[config.mk]
export PLATFORM = sky130hd
export DESIGN_NAME = five_bar_inverse_kinematics_core
export DESIGN_NICKNAME = d
export VERILOG_FILES = /design/src/rtl/fbik_pkg.sv /design/src/rtl/five_bar_inverse_kinematics_core.sv
export SDC_FILE = /design/constraint.sdc
export NUM_CORES = 2
export LEC_CHECK = 0
export BUFFER_PORTS_ARGS = -buffer_cell sky130_fd_sc_hd__buf_2
export CORE_MARGIN = 1.5
export CORE_UTILIZATION = 45
export CTS_CLUSTER_SIZE = 30
export DETAILED_ROUTE_END_ITERATION = 12
export PLACE_DENSITY_LB_ADDON = 0.05
export RECOVER_POWER = 25
export SYNTH_ARGS = -nofsm -noshare
export SYNTH_HDL_FRONTEND = slang
export SYNTH_SLANG_ARGS = --single-unit
[constraint.sdc]
create_clock -name clk_i -period 12.8 [get_ports clk_i]
set_input_delay 1.28 -clock clk_i [delete_from_list [all_inputs] [get_ports clk_i]]
set_output_delay 1.28 -clock clk_i [all_outputs]
set_load 0.1 [all_outputs]
[src/rtl/fbik_pkg.sv]
// Shared register indexes, constants and functions for the five-bar arm solver.
// Holds the Q30 arctangent table and the angle output rounding.
// No dependencies.
package fbik_pkg;

  localparam int COORD_BITS      = 8;
  localparam int ANGLE_FRAC_BITS = 13;
  localparam int CORDIC_STEPS    = 28;
  localparam int CFG_ADDR_W      = 3;
  localparam int CFG_DATA_W      = 8;

  localparam logic [7:0] COORD_MASK = 8'((1 << COORD_BITS) - 1);

  localparam logic signed [35:0] PI_Q30      = 36'sd3373259426;
  localparam logic signed [35:0] HALF_PI_Q30 = 36'sd1686629713;

  localparam logic [CFG_ADDR_W-1:0] CFG_UPPER_LEFT  = 3'd0;
  localparam logic [CFG_ADDR_W-1:0] CFG_LOWER_LEFT  = 3'd1;
  localparam logic [CFG_ADDR_W-1:0] CFG_BASE_SPAN   = 3'd2;
  localparam logic [CFG_ADDR_W-1:0] CFG_LOWER_RIGHT = 3'd3;
  localparam logic [CFG_ADDR_W-1:0] CFG_UPPER_RIGHT = 3'd4;
  localparam logic [CFG_ADDR_W-1:0] CFG_CENTER_X    = 3'd5;
  localparam logic [CFG_ADDR_W-1:0] CFG_BASE_Y      = 3'd6;

  function automatic logic [29:0] atan_q30(input logic [4:0] idx);
    logic [29:0] v;
    case (idx)
      5'd0:  v = 30'd843314856;
      5'd1:  v = 30'd497837829;
      5'd2:  v = 30'd263043836;
      5'd3:  v = 30'd133525158;
      5'd4:  v = 30'd67021686;
      5'd5:  v = 30'd33543515;
      5'd6:  v = 30'd16775850;
      5'd7:  v = 30'd8388437;
      5'd8:  v = 30'd4194282;
      5'd9:  v = 30'd2097149;
      5'd10: v = 30'd1048575;
      5'd11: v = 30'd524287;
      5'd12: v = 30'd262143;
      5'd13: v = 30'd131071;
      5'd14: v = 30'd65535;
      5'd15: v = 30'd32767;
      5'd16: v = 30'd16383;
      5'd17: v = 30'd8191;
      5'd18: v = 30'd4095;
      5'd19: v = 30'd2047;
      5'd20: v = 30'd1023;
      5'd21: v = 30'd511;
      5'd22: v = 30'd255;
      5'd23: v = 30'd127;
      5'd24: v = 30'd63;
      5'd25: v = 30'd31;
      5'd26: v = 30'd15;
      5'd27: v = 30'd7;
      default: v = 30'd0;
    endcase
    return v;
  endfunction

  function automatic logic [15:0] to_angle(input logic [34:0] q30);
    logic [34:0] rnd;
    logic [34:0] shr;
    rnd = q30 + (35'd1 << (29 - ANGLE_FRAC_BITS));
    shr = rnd >> (30 - ANGLE_FRAC_BITS);
    return (shr > 35'd65535) ? 16'hFFFF : shr[15:0];
  endfunction

endpackage

[src/rtl/five_bar_inverse_kinematics_core.sv]
// Top level of the five-bar arm solver: servo angles and move delay per target.
// Depends on fbik_pkg; one shared multiplier, sqrt and CORDIC step under a sequencer.
//
//  channel  dir  handshake              word
//  in       in   in_valid_i/in_ready_o  target_x_i, target_y_i
//  out      out  out_valid_o/out_ready_i left_angle_o, right_angle_o, move_delay_o,
//                                       unreachable_o
//  cfg      in   cfg_we_i               cfg_addr_i, cfg_wdata_i
//
// Each word runs 19 products on the one multiplier, then per angle term up to 28 scaling
// steps, 32 sqrt steps and 28 CORDIC steps (a clamped or degenerate term skips these),
// then a 32-step sqrt for the move delay.
// in_ready_o is high only while idle; a finished word waits in the output register
// and the next target is taken meanwhile. Reset restores the register defaults and
// clears the previous target.
module five_bar_inverse_kinematics_core (
  input  logic        clk_i,
  input  logic        rst_ni,
  input  logic        cfg_we_i,
  input  logic [2:0]  cfg_addr_i,
  input  logic [7:0]  cfg_wdata_i,
  input  logic        in_valid_i,
  output logic        in_ready_o,
  input  logic [7:0]  target_x_i,
  input  logic [7:0]  target_y_i,
  output logic        out_valid_o,
  input  logic        out_ready_i,
  output logic [15:0] left_angle_o,
  output logic [15:0] right_angle_o,
  output logic [8:0]  move_delay_o,
  output logic        unreachable_o
);

  localparam logic [3:0] S_IDLE  = 4'd0;
  localparam logic [3:0] S_MUL   = 4'd1;
  localparam logic [3:0] S_TERM  = 4'd2;
  localparam logic [3:0] S_NORM  = 4'd3;
  localparam logic [3:0] S_SQRT  = 4'd4;
  localparam logic [3:0] S_CINIT = 4'd5;
  localparam logic [3:0] S_CORD  = 4'd6;
  localparam logic [3:0] S_ACC   = 4'd7;
  localparam logic [3:0] S_DONE  = 4'd8;

  logic [3:0] state_q, state_d;

  logic [7:0] upper_left_q, lower_left_q, span_q, lower_right_q, upper_right_q;
  logic [7:0] center_x_q, base_y_q;
  logic [7:0] prev_x_q, prev_y_q;
  logic [7:0] x_q, y_q;
  logic signed [8:0] ex_q, ey_q;

  logic [4:0]  op_q;
  logic [17:0] dy2_q, m2_q, l2_q, r2_q, ex2_q, ey2_q;
  logic [15:0] pl2_q, dl2_q, pr2_q, dr2_q, sp2_q;
  logic [39:0] den_q [4];
  logic [39:0] n2_q [4];

  logic [2:0]  term_q;
  logic        neg_q;
  logic [4:0]  s_q;
  logic [61:0] work_q;
  logic [63:0] sq_v_q, sq_r_q;
  logic [4:0]  cnt_q;
  logic [30:0] magsh_q;
  logic signed [35:0] cx_q, cy_q, cz_q;
  logic [34:0] left_acc_q, right_acc_q;
  logic        flag_q;

  logic [15:0] left_q, right_q;
  logic        unreach_q, out_valid_q;

  logic in_fire;
  assign in_fire    = in_valid_i && in_ready_o;
  assign in_ready_o = (state_q == S_IDLE);

  logic signed [9:0]  dy, dxm;
  logic signed [10:0] dxl, dxr;
  logic [6:0]  half;
  logic [18:0] lll, llr, llm;
  assign half = span_q[7:1];
  assign dy   = $signed({2'b00, y_q}) - $signed({2'b00, base_y_q});
  assign dxm  = $signed({2'b00, x_q}) - $signed({2'b00, center_x_q});
  assign dxl  = 11'(dxm) + $signed({4'b0000, half});
  assign dxr  = 11'(dxm) - $signed({4'b0000, half});
  assign lll  = 19'(l2_q) + 19'(dy2_q);
  assign llr  = 19'(r2_q) + 19'(dy2_q);
  assign llm  = 19'(m2_q) + 19'(dy2_q);

  logic signed [20:0] num_t [4];
  assign num_t[0] = $signed({5'd0, pl2_q}) + $signed({2'b00, lll}) - $signed({5'd0, dl2_q});
  assign num_t[1] = $signed({2'b00, lll}) + $signed({7'd0, sp2_q[15:2]})
                  - $signed({2'b00, llm});
  assign num_t[2] = $signed({5'd0, pr2_q}) + $signed({2'b00, llr}) - $signed({5'd0, dr2_q});
  assign num_t[3] = $signed({2'b00, llr}) + $signed({7'd0, sp2_q[15:2]})
                  - $signed({2'b00, llm});

  logic [1:0]         tix;
  logic signed [20:0] num_cur;
  logic [19:0]        mag_cur;
  logic [1:0]         mop;
  assign tix     = term_q[1:0];
  assign num_cur = num_t[tix];
  assign mag_cur = num_cur[20] ? 20'(-num_cur) : num_cur[19:0];
  assign mop     = 2'(op_q - 5'd15);

  logic signed [20:0] mul_a, mul_b;
  logic signed [41:0] mul_p;
  logic signed [20:0] num_m;
  assign num_m = num_t[mop];

  always_comb begin
    mul_a = '0;
    mul_b = '0;
    case (op_q)
      5'd0:  begin mul_a = 21'(dy);  mul_b = 21'(dy);  end
      5'd1:  begin mul_a = 21'(dxm); mul_b = 21'(dxm); end
      5'd2:  begin mul_a = 21'(dxl); mul_b = 21'(dxl); end
      5'd3:  begin mul_a = 21'(dxr); mul_b = 21'(dxr); end
      5'd4:  begin mul_a = 21'(ex_q); mul_b = 21'(ex_q); end
      5'd5:  begin mul_a = 21'(ey_q); mul_b = 21'(ey_q); end
      5'd6:  begin mul_a = $signed({13'd0, lower_left_q});  mul_b = mul_a; end
      5'd7:  begin mul_a = $signed({13'd0, upper_left_q});  mul_b = mul_a; end
      5'd8:  begin mul_a = $signed({13'd0, lower_right_q}); mul_b = mul_a; end
      5'd9:  begin mul_a = $signed({13'd0, upper_right_q}); mul_b = mul_a; end
      5'd10: begin mul_a = $signed({13'd0, span_q});        mul_b = mul_a; end
      5'd11: begin mul_a = $signed({3'd0, pl2_q, 2'b00}); mul_b = $signed({2'b00, lll}); end
      5'd12: begin mul_a = $signed({5'd0, sp2_q});        mul_b = $signed({2'b00, lll}); end
      5'd13: begin mul_a = $signed({3'd0, pr2_q, 2'b00}); mul_b = $signed({2'b00, llr}); end
      5'd14: begin mul_a = $signed({5'd0, sp2_q});        mul_b = $signed({2'b00, llr}); end
      default: begin mul_a = num_m; mul_b = num_m; end
    endcase
  end
  assign mul_p = mul_a * mul_b;

  logic [63:0] sq_bit, sq_t;
  assign sq_bit = 64'd1 << (6'd62 - {cnt_q, 1'b0});
  assign sq_t   = sq_r_q + sq_bit;

  logic signed [35:0] cxs, cys, atan_v, z_clamp;
  assign cxs     = cx_q >>> cnt_q;
  assign cys     = cy_q >>> cnt_q;
  assign atan_v  = $signed({6'd0, fbik_pkg::atan_q30(cnt_q)});
  assign z_clamp = cz_q[35] ? 36'sd0 : ((cz_q > fbik_pkg::PI_Q30) ? fbik_pkg::PI_Q30 : cz_q);

  always_comb begin
    state_d = state_q;
    unique case (state_q)
      S_IDLE:  if (in_fire) state_d = S_MUL;
      S_MUL:   if (op_q == 5'd18) state_d = S_TERM;
      S_TERM:  begin
        if (term_q == 3'd4) state_d = S_SQRT;
        else if (den_q[tix] == 40'd0 || n2_q[tix] > den_q[tix]) state_d = S_ACC;
        else state_d = S_NORM;
      end
      S_NORM:  if (s_q == 5'd28 || work_q[61:60] != 2'b00) state_d = S_SQRT;
      S_SQRT:  if (cnt_q == 5'd31) state_d = (term_q == 3'd4) ? S_DONE : S_CINIT;
      S_CINIT: state_d = S_CORD;
      S_CORD:  if (cnt_q == 5'(fbik_pkg::CORDIC_STEPS - 1)) state_d = S_ACC;
      S_ACC:   state_d = S_TERM;
      S_DONE:  if (!out_valid_q || out_ready_i) state_d = S_IDLE;
      default: state_d = S_IDLE;
    endcase
  end

  always_ff @(posedge clk_i or negedge rst_ni) begin
    if (!rst_ni) begin
      state_q       <= S_IDLE;
      upper_left_q  <= 8'd50;
      lower_left_q  <= 8'd50;
      span_q        <= 8'd50;
      lower_right_q <= 8'd50;
      upper_right_q <= 8'd50;
      center_x_q    <= 8'd15;
      base_y_q      <= 8'd100;
      prev_x_q      <= '0;
      prev_y_q      <= '0;
      out_valid_q   <= 1'b0;
    end else begin
      state_q <= state_d;
      if (cfg_we_i) begin
        unique case (cfg_addr_i)
          fbik_pkg::CFG_UPPER_LEFT:  upper_left_q  <= cfg_wdata_i;
          fbik_pkg::CFG_LOWER_LEFT:  lower_left_q  <= cfg_wdata_i;
          fbik_pkg::CFG_BASE_SPAN:   span_q        <= cfg_wdata_i;
          fbik_pkg::CFG_LOWER_RIGHT: lower_right_q <= cfg_wdata_i;
          fbik_pkg::CFG_UPPER_RIGHT: upper_right_q <= cfg_wdata_i;
          fbik_pkg::CFG_CENTER_X:    center_x_q    <= cfg_wdata_i;
          fbik_pkg::CFG_BASE_Y:      base_y_q      <= cfg_wdata_i;
          default: ;
        endcase
      end
      if (in_fire) begin
        prev_x_q <= target_x_i & fbik_pkg::COORD_MASK;
        prev_y_q <= target_y_i & fbik_pkg::COORD_MASK;
      end
      if (state_q == S_DONE && (!out_valid_q || out_ready_i)) out_valid_q <= 1'b1;
      else if (out_ready_i) out_valid_q <= 1'b0;
    end
  end

  always_ff @(posedge clk_i) begin
    unique case (state_q)
      S_IDLE: begin
        if (in_fire) begin
          x_q         <= target_x_i & fbik_pkg::COORD_MASK;
          y_q         <= target_y_i & fbik_pkg::COORD_MASK;
          ex_q        <= $signed({1'b0, target_x_i & fbik_pkg::COORD_MASK})
                       - $signed({1'b0, prev_x_q});
          ey_q        <= $signed({1'b0, target_y_i & fbik_pkg::COORD_MASK})
                       - $signed({1'b0, prev_y_q});
          op_q        <= '0;
          term_q      <= '0;
          flag_q      <= 1'b0;
          left_acc_q  <= '0;
          right_acc_q <= '0;
        end
      end
      S_MUL: begin
        op_q <= op_q + 5'd1;
        case (op_q)
          5'd0:  dy2_q <= mul_p[17:0];
          5'd1:  m2_q  <= mul_p[17:0];
          5'd2:  l2_q  <= mul_p[17:0];
          5'd3:  r2_q  <= mul_p[17:0];
          5'd4:  ex2_q <= mul_p[17:0];
          5'd5:  ey2_q <= mul_p[17:0];
          5'd6:  pl2_q <= mul_p[15:0];
          5'd7:  dl2_q <= mul_p[15:0];
          5'd8:  pr2_q <= mul_p[15:0];
          5'd9:  dr2_q <= mul_p[15:0];
          5'd10: sp2_q <= mul_p[15:0];
          5'd11: den_q[0] <= mul_p[39:0];
          5'd12: den_q[1] <= mul_p[39:0];
          5'd13: den_q[2] <= mul_p[39:0];
          5'd14: den_q[3] <= mul_p[39:0];
          default: n2_q[mop] <= mul_p[39:0];
        endcase
      end
      S_TERM: begin
        cnt_q <= '0;
        sq_r_q <= '0;
        if (term_q == 3'd4) begin
          sq_v_q <= 64'(ex2_q) + 64'(ey2_q);
        end else if (den_q[tix] == 40'd0) begin
          flag_q <= 1'b1;
          cz_q   <= '0;
        end else if (n2_q[tix] > den_q[tix]) begin
          flag_q <= 1'b1;
          cz_q   <= num_cur[20] ? fbik_pkg::PI_Q30 : 36'sd0;
        end else begin
          neg_q   <= num_cur[20];
          s_q     <= '0;
          work_q  <= 62'(den_q[tix]);
          sq_v_q  <= 64'(den_q[tix] - n2_q[tix]);
          magsh_q <= 31'(mag_cur);
        end
      end
      S_NORM: begin
        if (s_q != 5'd28 && work_q[61:60] == 2'b00) begin
          s_q     <= s_q + 5'd1;
          work_q  <= work_q << 2;
          sq_v_q  <= sq_v_q << 2;
          magsh_q <= magsh_q << 1;
        end
      end
      S_SQRT: begin
        cnt_q <= cnt_q + 5'd1;
        if (sq_v_q >= sq_t) begin
          sq_v_q <= sq_v_q - sq_t;
          sq_r_q <= (sq_r_q >> 1) + sq_bit;
        end else begin
          sq_r_q <= sq_r_q >> 1;
        end
        if (cnt_q == 5'd31 && term_q == 3'd4) begin
          left_q    <= fbik_pkg::to_angle(left_acc_q);
          right_q   <= fbik_pkg::to_angle(right_acc_q);
          unreach_q <= flag_q;
        end
      end
      S_CINIT: begin
        cnt_q <= '0;
        if (neg_q) begin
          cx_q <= $signed({4'd0, sq_r_q[31:0]});
          cy_q <= $signed({5'd0, magsh_q});
          cz_q <= fbik_pkg::HALF_PI_Q30;
        end else begin
          cx_q <= $signed({5'd0, magsh_q});
          cy_q <= $signed({4'd0, sq_r_q[31:0]});
          cz_q <= '0;
        end
      end
      S_CORD: begin
        cnt_q <= cnt_q + 5'd1;
        if (!cy_q[35]) begin
          cx_q <= cx_q + cys;
          cy_q <= cy_q - cxs;
          cz_q <= cz_q + atan_v;
        end else begin
          cx_q <= cx_q - cys;
          cy_q <= cy_q + cxs;
          cz_q <= cz_q - atan_v;
        end
      end
      S_ACC: begin
        term_q <= term_q + 3'd1;
        if (!term_q[1]) left_acc_q <= left_acc_q + 35'(z_clamp);
        else right_acc_q <= right_acc_q + 35'(z_clamp);
      end
      default: ;
    endcase
  end

  always_ff @(posedge clk_i) begin
    if (state_q == S_DONE && (!out_valid_q || out_ready_i)) begin
      left_angle_o  <= left_q;
      right_angle_o <= right_q;
      unreachable_o <= unreach_q;
      move_delay_o  <= (sq_r_q > 64'd511) ? 9'd511 : sq_r_q[8:0];
    end
  end

  assign out_valid_o = out_valid_q;

endmodule

==> qor.txt <==
DRT
----------------------------------------------------------------------------------------------------
Number of search-and-repair iterations in the first detailed-routing pass                          8
Remaining number of nets flagged by the antenna check after routing                                0
Detailed-route DRC error count                                                                     0
Iter 0 DRT Violations                                                                           5875
Avg Vias per Cell                                                                               5.79
Via count                                                                                      73600
Total length of routed wires                                                               301000 um
Per-cell routed wire length                                                                  23.7 um

TIMING
----------------------------------------------------------------------------------------------------
Slack of the critical path                                                                  0.395 ns
Least-Margin Pin Slew                                                                        8.05 ns
Max Freq                                                                                    80.6 MHz
Final Hold Vio Count                                                                               0
Slew margin rel.                                                                               -436%
Post-Route Setup TNS                                                                            0 ns
Max-slew violation total from the final report                                                   704
Largest clock skew in the final design                                                     0.0677 ns
Setup violation total in the final timing report                                                   0
Minimum period implied by the final worst setup slack                                       12.40 ns
Final critical-path share of the clock period                                                  96.9%

CELLS AND AREA
----------------------------------------------------------------------------------------------------
Fraction of layout instances using a drive strength above 1                                    13.0%
Area growth from synthesis to layout                                                           12.5%
Final #Nets                                                                                    11000
Most used cells in the layout excluding fill and tap cells                              edfxtp_1 (1036), nand2_1 (988), inv_1 (893), ha_1 (680), nor2_1 (632)
Final instance area                                                                        0.108 mm2
Most common cell after layout, fill and taps aside                                          edfxtp_1

PLACEMENT
----------------------------------------------------------------------------------------------------
Number of buffer cells added on primary ports                                                     75
Post-DP HPWL                                                                               231000 um
Final weighted congestion in routability-driven placement                                      0.942
Post-placement setup slack                                                                 -0.610 ns
Dpl cell area                                                                              0.102 mm2

CTS
----------------------------------------------------------------------------------------------------
Clock Path Buffers                                                                                 3
CTS tree                                                                                       built
Inserted Clock Buffers                                                                           141
Clock-pin slew reported for the worst setup and hold paths after clock tree synthesis        0.06 ns
CTS H-tree depth                                                                                   4
Clk Latency, worst-skew pair                                                                 0.83 ns
Number of buffers inserted for hold repair after clock tree synthesis                              0
Clock tree root buffer cell                                                                clkbuf_16
Clock tree sinks                                                                                1145

CRITICAL PATH
----------------------------------------------------------------------------------------------------
Slowest cell on the critical path                                                               fa_1
Kind of cell adding the most delay to the critical path                                  adder cells
Capturing element type of the critical path                                                     flop
Classification of the worst setup path                                                  flop to flop
Worst Setup Start Kind                                                                          flop
Required time of the worst setup path                                                       13.27 ns
Count of buffering cells on the critical path with inverters included                             11
Largest fanout of any net on the critical path                                                    10
Library cell appearing most often on the critical path                                          fa_1
CP arrival                                                                                  12.87 ns
Slowest cell delay on critical path                                                          0.61 ns

SYNTH
----------------------------------------------------------------------------------------------------
Xor and xnor fraction of the mapped netlist area                                               6.25%
Complex-gate fraction of the synthesized area                                                  14.1%
Synthesized instance count                                                                      9437
Number of enable flip-flop cells after synthesis                                                1036
Count of yosys warnings during synthesis                                                           0
Most frequently used flop master after synthesis                                            edfxtp_1
Combinational family with the most area after synthesis                                  adder cells
Post-synthesis adder-cell area fraction                                                        20.0%
Async set or reset register ratio after synthesis                                              6.72%
Synth Area in Simple Gates                                                                     12.7%
Number of unique standard cell types used by synthesis                                            96
Flip-flop and latch count after synthesis                                                       1145
Synth Area per Inst                                                                         10.1 um2
Seq/Total Area, Yosys                                                                          35.2%
Multiplexer share of the synthesized area                                                      6.72%
Combined area of all synthesized cells                                                    0.0957 mm2

DIE
----------------------------------------------------------------------------------------------------
Ports                                                                                             76
Overall die width                                                                             464 um
Core Box Area                                                                              0.212 mm2
Count of standard-cell rows                                                                      169
Die Area                                                                                   0.215 mm2
Initial core utilization                                                                       45.2%
DIE HEIGHT                                                                                    464 um

GLOBAL ROUTING
----------------------------------------------------------------------------------------------------
Grt ovf                                                                                            0
Wire length of the first global-routing pass                                               461000 um
Antenna violations before repair                                                                   7
Pin count of the biggest net entering global routing                                             167
Total routing resource utilization after global routing                                        27.8%
Vias in the first global route                                                                 74400

STATUS
----------------------------------------------------------------------------------------------------
Run status                                                                              finished, violations left
Failing checks                                                                          max-capacitance violations, max-slew violations

HOLD PATH
----------------------------------------------------------------------------------------------------
Worst hold-check path type                                                              flop to flop

RUN
----------------------------------------------------------------------------------------------------
Max Cap Violations                                                                                14

## stage by stage
stage,hold WS (ns),instances,util [%]
detailed placement,0.406,12400,48.1
floorplan,0.400,9440,-
CTS,0.250,12700,50.4
finish,0.415,12700,50.8
global route,0.421,12700,50.8
global placement,0.400,12400,48.1
## logic make-up (layout without fill, tap and decap cells)
family          count (synthesis)  after routing
flops                        1145           1145
compound gates               2114           2114
buf+inv                      1267           1708
mux                           391            391
other cells                     1             11
xor+xnor                      683            683
fa+ha+maj                    1215           1215
simple gates                 2621           2621
## flip-flops by register name (all words and copies together) (netlist names), 30 cells and up, named ones only
| name | cells |
|---|---|
| cx_q | 36 |
| den_q | 160 |
| n2_q | 160 |
| atan_v | 30 |
| magsh_q | 31 |
| sq_r_q | 64 |
| cy_q | 36 |
| work_q | 62 |
| left_acc_q | 35 |
| right_acc_q | 35 |
| cz_q | 36 |
| sq_v_q | 64 |
## path summary, 6_finish.rpt
check | from | end | slack [ns] | cells past startpoint
worst min-delay path | right_q[13]$_SDFFCE_PN1P_ | right_angle_o[13]$_DFFE_PP_ | 0.42 | 0
max in group asynchronous | rst_ni | state_q[3]$_DFFE_PN0P_ | 7.81 | 2
worst max register to register | dy2_q[1]$_DFFE_PP_ | den_q[0][38]$_DFFE_PP_ | 0.40 | 49
min in group asynchronous | rst_ni | prev_x_q[7]$_DFFE_PN0P_ | 0.47 | 1
worst min register to register | right_q[13]$_SDFFCE_PN1P_ | right_angle_o[13]$_DFFE_PP_ | 0.42 | 0
worst max-delay path | dy2_q[1]$_DFFE_PP_ | den_q[0][38]$_DFFE_PP_ | 0.40 | 49
## Yosys cell counts (all sizes together), types with 30 or more instances
library cell | count | area share [%]
xor2 | 290 | 2.7
o21a | 75 | 0.59
fa | 522 | 11
o211ai | 31 | 0.24
and3 | 80 | 0.52
mux2 | 94 | 1.1
o22ai | 31 | 0.20
clkbuf | 296 | 1.2
nor4 | 46 | 0.30
buf | 63 | 0.33
nand2 | 995 | 3.9
a21oi | 565 | 3.0
or3 | 56 | 0.37
nor2 | 658 | 2.6
a211oi | 84 | 0.67
mux4 | 192 | 4.5
nor3 | 148 | 0.78
ha | 693 | 9.1
a31oi | 130 | 0.85
nand2b | 126 | 0.82
nand4 | 52 | 0.34
a21o | 232 | 1.8
o21bai | 80 | 0.63
o21ai | 508 | 2.7
dfrtp | 55 | 1.4
and2 | 149 | 0.97
nor2b | 120 | 0.78
mux2i | 105 | 1.1
xnor2 | 393 | 3.6
inv | 904 | 3.5
nand3 | 99 | 0.52
a22oi | 42 | 0.33
edfxtp | 1036 | 33
dfxtp | 32 | 0.67
o31ai | 30 | 0.24
## layout make-up
class                   count  area [um2]
fillers                 19600      104000
multi-input cells        7028       58400
flip-flops and latches   1145       33700
clock inverters            80         955
inverters                 908        3410
well taps                2821        3530
clock buffers             176        3690
diodes                      7        17.5
repair buffers            544        3940
## what timing repair did
item	in CTS	in global routing
pin swaps	4	87
endpoints found under the setup margin	72	120
resized for setup	20	186
setup buffers	1	32
## layer usage
layer  vias to the layer above  share of wire, %  routed length (um)  GRT usage (%)
li1                      34200                 -                   -              -
met1                     37000                45              135000           38.7
met2                      2033                47              141000           45.4
met3                       416               4.9               14700           3.05
met4                         0               3.3                9980           8.59
met5                         -                 0                   0              0
Power is not shown: default switching activity piles up to over one toggle a cycle in this logic, so the estimate is an artifact.
